**src/rtl/bdlpc_pkg.sv**
```systemverilog
`timescale 1ns / 1ps
// ----------------------------------------------------------------------------
// bdlpc_pkg
// Shared widths, reset values and register indexes for the pushbutton
// debouncer with long-press detection and edge counter.
// ----------------------------------------------------------------------------
package bdlpc_pkg;

	localparam int SET_W        = 16;
	localparam int MODE_W       = 2;
	localparam int EDGE_COUNT_W = 16;
	localparam int CFG_INDEX_W  = 8;
	localparam int CFG_DATA_W   = 16;

	localparam int TIMER_BITS_DEFAULT = 16;
	localparam int COUNT_BITS_DEFAULT = 16;

	localparam logic [SET_W-1:0]  DEBOUNCE_RESET   = 16'd50;
	localparam logic [SET_W-1:0]  LONG_PRESS_RESET = 16'd2000;
	localparam logic [MODE_W-1:0] COUNT_MODE_RESET = 2'd0;
	localparam logic              ACTIVE_HIGH_RESET = 1'b0;

	localparam logic [CFG_INDEX_W-1:0] REG_DEBOUNCE_TICKS   = 8'd0;
	localparam logic [CFG_INDEX_W-1:0] REG_LONG_PRESS_TICKS = 8'd1;
	localparam logic [CFG_INDEX_W-1:0] REG_COUNT_MODE       = 8'd2;
	localparam logic [CFG_INDEX_W-1:0] REG_ACTIVE_HIGH      = 8'd3;

	localparam int MODE_FALLING_BIT = 0;
	localparam int MODE_RISING_BIT  = 1;

endpackage

```
**src/rtl/button_debounce_longpress_counter.sv**
```systemverilog
`timescale 1ns / 1ps
// ----------------------------------------------------------------------------
// button_debounce_longpress_counter
// Debounces a sampled pushbutton level, reports pressed and released events,
// counts steady edges and flags long presses.
// ----------------------------------------------------------------------------
// Each input beat is one sample tick of the raw pin level and yields exactly
// one result beat. The whole update is a single pass of small compares and
// counters into the state and result registers, so a beat is accepted in
// every cycle and its result appears in the next cycle; the result register is
// the only buffer, so input is held off only while a result waits to be taken.
// Configuration writes are always ready and are meant to be issued while the
// block is idle; writing the active level reloads the raw and steady levels
// with the new unpressed level.
module button_debounce_longpress_counter #(
	parameter int TIMER_BITS = bdlpc_pkg::TIMER_BITS_DEFAULT,
	parameter int COUNT_BITS = bdlpc_pkg::COUNT_BITS_DEFAULT
) (
	input  logic                                  clk,
	input  logic                                  arst_n,
	input  logic                                  in_valid,
	output logic                                  in_ready,
	input  logic                                  pin_level,
	output logic                                  out_valid,
	input  logic                                  out_ready,
	output logic                                  pressed_event,
	output logic                                  released_event,
	output logic                                  long_press_flag,
	output logic [bdlpc_pkg::EDGE_COUNT_W-1:0]    edge_count,
	output logic                                  stable_level,
	input  logic                                  cfg_valid,
	output logic                                  cfg_ready,
	input  logic [bdlpc_pkg::CFG_INDEX_W-1:0]     cfg_index,
	input  logic [bdlpc_pkg::CFG_DATA_W-1:0]      cfg_data
);

	localparam int CMP_W = (TIMER_BITS > bdlpc_pkg::SET_W) ? TIMER_BITS : bdlpc_pkg::SET_W;

	logic [bdlpc_pkg::SET_W-1:0]  debounce_ticks_q;
	logic [bdlpc_pkg::SET_W-1:0]  long_press_ticks_q;
	logic [bdlpc_pkg::MODE_W-1:0] count_mode_q;
	logic                         active_high_q;

	logic                  raw_last_q;
	logic [TIMER_BITS-1:0] quiet_timer_q;
	logic                  steady_q;
	logic [TIMER_BITS-1:0] hold_timer_q;
	logic                  long_press_q;
	logic [COUNT_BITS-1:0] edge_counter_q;

	logic                                out_valid_q;
	logic                                pressed_q;
	logic                                released_q;
	logic                                long_press_out_q;
	logic [bdlpc_pkg::EDGE_COUNT_W-1:0]  edge_count_q;
	logic                                stable_q;

	logic                  in_fire;
	logic                  quiet_next;
	logic [TIMER_BITS-1:0] quiet_timer_d;
	logic [TIMER_BITS-1:0] hold_inc;
	logic [TIMER_BITS-1:0] hold_timer_d;
	logic                  steady_d;
	logic                  changed;
	logic                  pressed_d;
	logic                  released_d;
	logic                  long_press_d;
	logic                  count_en;
	logic [COUNT_BITS-1:0] edge_counter_d;

	assign in_ready  = !out_valid_q || out_ready;
	assign in_fire   = in_valid && in_ready;
	assign cfg_ready = 1'b1;

	always_comb begin
		quiet_next = (pin_level == raw_last_q);
		if (!quiet_next) begin
			quiet_timer_d = '0;
		end else if (quiet_timer_q == {TIMER_BITS{1'b1}}) begin
			quiet_timer_d = quiet_timer_q;
		end else begin
			quiet_timer_d = quiet_timer_q + 1'b1;
		end

		if (hold_timer_q == {TIMER_BITS{1'b1}}) begin
			hold_inc = hold_timer_q;
		end else begin
			hold_inc = hold_timer_q + 1'b1;
		end

		if (CMP_W'(quiet_timer_d) > CMP_W'(debounce_ticks_q)) begin
			steady_d = pin_level;
		end else begin
			steady_d = steady_q;
		end

		changed      = (steady_d != steady_q);
		pressed_d    = changed && (steady_d == active_high_q);
		released_d   = changed && (steady_d != active_high_q);
		hold_timer_d = hold_inc;
		long_press_d = long_press_q;
		count_en     = 1'b0;
		if (changed) begin
			if (!steady_d) begin
				hold_timer_d = '0;
				long_press_d = 1'b0;
				count_en     = count_mode_q[bdlpc_pkg::MODE_FALLING_BIT];
			end else begin
				if (CMP_W'(hold_inc) > CMP_W'(long_press_ticks_q)) begin
					long_press_d = 1'b1;
				end
				count_en = count_mode_q[bdlpc_pkg::MODE_RISING_BIT];
			end
		end
		edge_counter_d = count_en ? edge_counter_q + 1'b1 : edge_counter_q;
	end

	always_ff @(posedge clk or negedge arst_n) begin
		if (!arst_n) begin
			debounce_ticks_q   <= bdlpc_pkg::DEBOUNCE_RESET;
			long_press_ticks_q <= bdlpc_pkg::LONG_PRESS_RESET;
			count_mode_q       <= bdlpc_pkg::COUNT_MODE_RESET;
			active_high_q      <= bdlpc_pkg::ACTIVE_HIGH_RESET;
			raw_last_q         <= !bdlpc_pkg::ACTIVE_HIGH_RESET;
			quiet_timer_q      <= '0;
			steady_q           <= !bdlpc_pkg::ACTIVE_HIGH_RESET;
			hold_timer_q       <= '0;
			long_press_q       <= 1'b0;
			edge_counter_q     <= '0;
			out_valid_q        <= 1'b0;
		end else begin
			if (in_fire) begin
				raw_last_q     <= pin_level;
				quiet_timer_q  <= quiet_timer_d;
				steady_q       <= steady_d;
				hold_timer_q   <= hold_timer_d;
				long_press_q   <= long_press_d;
				edge_counter_q <= edge_counter_d;
				out_valid_q    <= 1'b1;
			end else if (out_ready) begin
				out_valid_q <= 1'b0;
			end
			if (cfg_valid) begin
				case (cfg_index)
					bdlpc_pkg::REG_DEBOUNCE_TICKS: begin
						debounce_ticks_q <= cfg_data[bdlpc_pkg::SET_W-1:0];
					end
					bdlpc_pkg::REG_LONG_PRESS_TICKS: begin
						long_press_ticks_q <= cfg_data[bdlpc_pkg::SET_W-1:0];
					end
					bdlpc_pkg::REG_COUNT_MODE: begin
						count_mode_q <= cfg_data[bdlpc_pkg::MODE_W-1:0];
					end
					bdlpc_pkg::REG_ACTIVE_HIGH: begin
						active_high_q <= cfg_data[0];
						raw_last_q    <= !cfg_data[0];
						steady_q      <= !cfg_data[0];
					end
					default: begin
					end
				endcase
			end
		end
	end

	always_ff @(posedge clk) begin
		if (in_fire) begin
			pressed_q        <= pressed_d;
			released_q       <= released_d;
			long_press_out_q <= long_press_d;
			edge_count_q     <= bdlpc_pkg::EDGE_COUNT_W'(edge_counter_d);
			stable_q         <= steady_d;
		end
	end

	assign out_valid       = out_valid_q;
	assign pressed_event   = pressed_q;
	assign released_event  = released_q;
	assign long_press_flag = long_press_out_q;
	assign edge_count      = edge_count_q;
	assign stable_level    = stable_q;

endmodule

```
**config.mk**
```make
export PLATFORM = sky130hd
export DESIGN_NAME = button_debounce_longpress_counter
export DESIGN_NICKNAME = d
export VERILOG_FILES = /design/src/rtl/bdlpc_pkg.sv /design/src/rtl/button_debounce_longpress_counter.sv
export SDC_FILE = /design/constraint.sdc
export NUM_CORES = 1
export LEC_CHECK = 0
export BUFFER_PORTS_ARGS = -buffer_cell sky130_fd_sc_hd__buf_2
export CAP_MARGIN = 20
export CORE_MARGIN = 5
export CORE_UTILIZATION = 45
export CTS_BUF_LIST = sky130_fd_sc_hd__clkbuf_16
export DETAILED_ROUTE_END_ITERATION = 8
export PLACE_DENSITY_LB_ADDON = 0.3
export SYNTH_ARGS = -nofsm -noshare
export SYNTH_HDL_FRONTEND = slang
export SYNTH_SLANG_ARGS = --single-unit
```
**constraint.sdc**
```tcl
create_clock -name clk -period 4.5 [get_ports clk]
set_clock_uncertainty 0.2 [all_clocks]
set_input_delay 0.225 -clock clk [delete_from_list [all_inputs] [get_ports clk]]
set_output_delay 0.225 -clock clk [all_outputs]
set_load 0.1 [all_outputs]
```
==> key figures <==
Status
  – Result of the run: complete, no violations

STA
  – Final count of hold timing violations: 0
  – # setup viols final: 0
  – Period utilization: 0.936
  – Worst-Margin Slew: 0.798 ns
  – Post-layout min period: 4.21 ns
  – Worst slew margin: 0.467
  – Max-slew violation total from the final report: 0
  – Peak clock frequency supported by timing: 237 MHz
  – Final worst-path setup slack: 0.287 ns
  – Worst hold slack across all endpoints: 0.0393 ns

GRT
  – Largest net degree at the start of global routing: 52
  – Met3 Resource Use GR: 0.0372
  – Peak-usage layer in the global routing report: met2
  – Met2 demand-to-capacity share in global routing: 0.295
  – Overflow after GRT: 0
  – Initial antenna violation count: 0
  – Global-route usage over all layers: 0.183
  – Global-route met1 utilization: 0.243
  – First-pass GRT wire length: 23.7 mm
  – Via count of the first global-routing pass: 4878

Die
  – Effective utilization at floorplan: 0.454
  – Count of boundary I/O pins: 53
  – Overall die width: 128 µm
  – Area of the die: 16300 µm²
  – Number of placement rows: 43
  – Die Span Y: 128 µm
  – Core Box Area: 13700 µm²

Synthesis
  – Most used standard cells in the synthesized netlist: sky130_fd_sc_hd__dfrtp_1 (76), sky130_fd_sc_hd__nand2_1 (74), sky130_fd_sc_hd__o21ai_0 (50)
  – Sequential-to-total area share from yosys stat: 0.448
  – Number of enable-type register cells in the synthesized netlist: 20
  – Dominant cell by count in the synthesized netlist: sky130_fd_sc_hd__dfrtp_1
  – Net Count, Synth: 717
  – Fraction of synthesized cell area taken by the top area cell type: 0.306
  – Top cells by area, synth: sky130_fd_sc_hd__dfrtp_1 (31%), sky130_fd_sc_hd__edfxtp_1 (9.6%), sky130_fd_sc_hd__ha_1 (7.0%)
  – Top cell type by total area after synthesis: sky130_fd_sc_hd__dfrtp_1
  – Synthesized area per cell: 9.55 µm²
  – Netlist cell types: 67
  – Number of synthesis warnings: 0
  – Most used flip-flop cell after synthesis: sky130_fd_sc_hd__dfrtp_1
  – Asr flop ratio synth: 0.813
  – Total standard cell area after synthesis: 6220 µm²
  – Instance count of the mapped netlist: 652
  – Flop and latch count out of synthesis: 107

Detailed routing
  – Average via count per standard cell: 5.58
  – Post-route DRC violation count: 0
  – Detailed Route Iter0 Violations: 382
  – Wire per inst: 16.1 µm
  – Detail Route Antenna Nets: 0
  – DRT Wirelength: 14.6 mm
  – Vias: 5042
  – Detailed-routing iteration count for the pre-antenna-repair pass: 5

Worst setup path
  – Crit path buffers/inverters: 2
  – Logic depth of the worst path, buffers included: 15
  – Critical Path Source: quiet_timer_q[3]
  – Maximum fanout along the worst path: 21
  – Signal arrival time at the worst endpoint: 4.12 ns
  – Crit path max-delay family: simple AND/OR/NAND/NOR gates
  – Worst-case register-to-register setup slack: 0.29 ns
  – Required time of the worst setup path: 4.41 ns
  – Worst reg2reg path endpoint: edge_count[5]
  – CP startpoint kind: flop
  – Number of cell instances on the worst register-to-register path: 15
  – Cells traversed along the worst timing path: and3_1 -> nand2_1 -> nor4_1 -> buf_4 -> and3_1 -> a21oi_1 -> o21a_1 -> ha_1 -> nand4_1 -> nor4_2 -> a21boi_2 -> o31a_4 -> buf_4 -> nand3_1 -> xnor2_1
  – Crit path capture type: flop
  – Startpoint of the most critical register-to-register path: quiet_timer_q[3]
  – Crit Path Category: reg -> reg
  – Library cell contributing the largest single delay on the critical path: sky130_fd_sc_hd__dfrtp_1
  – Critical Path Max Stage Delay: 0.46 ns

Cells and area
  – Synthesis-to-layout area growth: 15.0%
  – Share of final-layout standard cells stronger than drive strength 1: 0.162
  – Number of nets in the layout: 783
  – Number of standard cells in the layout, taps in and fillers out: 903
  – Total inserted antenna cells: 0

Min path
  – Origin of the worst min-delay path: cfg_index[1]
  – Hold EP: steady_q
  – Worst hold path stage count: 3
  – Type of the most critical hold path: in -> reg

Pwr
  – Power after layout: 2.39 mW
  – Cell leakage power: 3.20 nW
  – Worst IR drop on VDD: 201 µV
  – Power per cell area: 334 nW/µm²

Place
  – Routability congestion estimate: 0.891
  – Placed Instances: 867
  – Port Buf Inserts: 51
  – Worst Setup Slack post-DPL: 0.347 ns
  – DPL Wire Length: 10.3 mm

Clocking
  – Maximum level of the CTS H-tree: 3
  – Clock sink count: 107
  – Clock transition at the registers of the reported paths: 0.07 ns
  – Max clock buf depth: 2
  – Worst-skew pair later-pin latency: 0.36 ns
  – Post-CTS setup buffer count: 0
  – Root buffer cell: sky130_fd_sc_hd__clkbuf_16
  – Clock tree from TritonCTS: built
  – Clock buffer count from CTS: 9

Job
  – Reported max-cap violation count: 0
worst min-delay path: stages:
cell and delay (ns):
sky130_fd_sc_hd__buf_2 0.13, sky130_fd_sc_hd__nand3_1 0.14, sky130_fd_sc_hd__a31oi_1 0.09
cell families after synthesis:
| logic type | Yosys count | share of synthesized area |
|---|---|---|
| other | 1 | 0.000602 |
| muxes | 10 | 0.0177 |
| AOI/OAI and AO/OA | 155 | 0.167 |
| adders and majority gates | 35 | 0.0704 |
| xor gates and xnor gates | 46 | 0.0647 |
| and+or+nand+nor | 231 | 0.187 |
| DFF | 107 | 0.448 |
| buffers and inverters | 67 | 0.0444 |
sequential cells by signal, indices dropped and copies added (netlist names):
| signal | flops |
|---|---|
| active_high_q | 1 |
| count_mode_q | 2 |
| debounce_ticks_q | 16 |
| edge_count | 16 |
| edge_counter_q | 16 |
| hold_timer_q | 16 |
| long_press_flag | 1 |
| long_press_q | 1 |
| long_press_ticks_q | 16 |
| out_valid | 1 |
| pressed_event | 1 |
| quiet_timer_q | 16 |
| raw_last_q | 1 |
| released_event | 1 |
| stable_level | 1 |
| steady_q | 1 |
metal layers:
metal  part of all wire  routed length, µm
met5                  0                  0
met2               0.48               7010
met1               0.45               6570
met3              0.044                636
met4              0.023                339
where the power goes:
part | internal, mW | switching (mW) | leakage, nW | total [mW]
sequential | 1.06 | 0.0575 | 1.22 | 1.12
clock | 0.373 | 0.367 | 0.126 | 0.739
combinational | 0.197 | 0.338 | 1.85 | 0.535
metrics by stage:
step | instance area [µm²] | utilization | TNS, ns
6_report | 7160 | 0.522 | 0
5_1_grt | 7160 | 0.522 | -0.0180
4_1_cts | 7150 | 0.521 | 0
3_5_place_dp | 6680 | 0.487 | 0
3_3_place_gp | 6680 | 0.487 | 0
2_1_floorplan | 6220 | - | 0
worst max-delay path by stage:
stage / to
global route: edge_count[10]
finish: edge_count[5]
global placement: edge_count[3]
floorplan: edge_count[1]
CTS: edge_count[5]
detailed placement: edge_count[5]
cell usage in the layout, fill, tap and decap left out, types with 8 or more instances in the layout:
master,instances
sky130_fd_sc_hd__dfrtp_1,76
sky130_fd_sc_hd__nand2_1,74
sky130_fd_sc_hd__o21ai_0,50
sky130_fd_sc_hd__buf_2,50
sky130_fd_sc_hd__xnor2_1,39
sky130_fd_sc_hd__inv_1,37
sky130_fd_sc_hd__ha_1,35
sky130_fd_sc_hd__nand3_1,33
sky130_fd_sc_hd__nor2_1,31
sky130_fd_sc_hd__a21oi_1,26
sky130_fd_sc_hd__nand4_1,24
sky130_fd_sc_hd__edfxtp_1,20
sky130_fd_sc_hd__dlygate4sd3_1,20
sky130_fd_sc_hd__and3_1,15
sky130_fd_sc_hd__a31oi_1,13
sky130_fd_sc_hd__buf_4,13
sky130_fd_sc_hd__dfstp_2,11
sky130_fd_sc_hd__and2_1,10
sky130_fd_sc_hd__o21a_1,9
sky130_fd_sc_hd__clkbuf_16,9
sky130_fd_sc_hd__nor3_1,8
sky130_fd_sc_hd__a21o_1,8
timing repair:
item / 4_1_cts / 5_1_grt
setup endpoints to repair: 0 / 10
hold buffers: 20 / 0
resized for setup: 0 / 1
endpoints found under the hold margin: 74 / 0
cell type report:
class / count / area (µm²)
fill: 1247 / 6560
multi-input combinational: 478 / 3160
sequential: 107 / 2790
tap: 180 / 225
clock inverter: 7 / 45.0
timing repair buffer: 84 / 568
clock buffer: 9 / 225
inverter: 38 / 143
No activity file was read; power rests on OpenSTA's default activity.
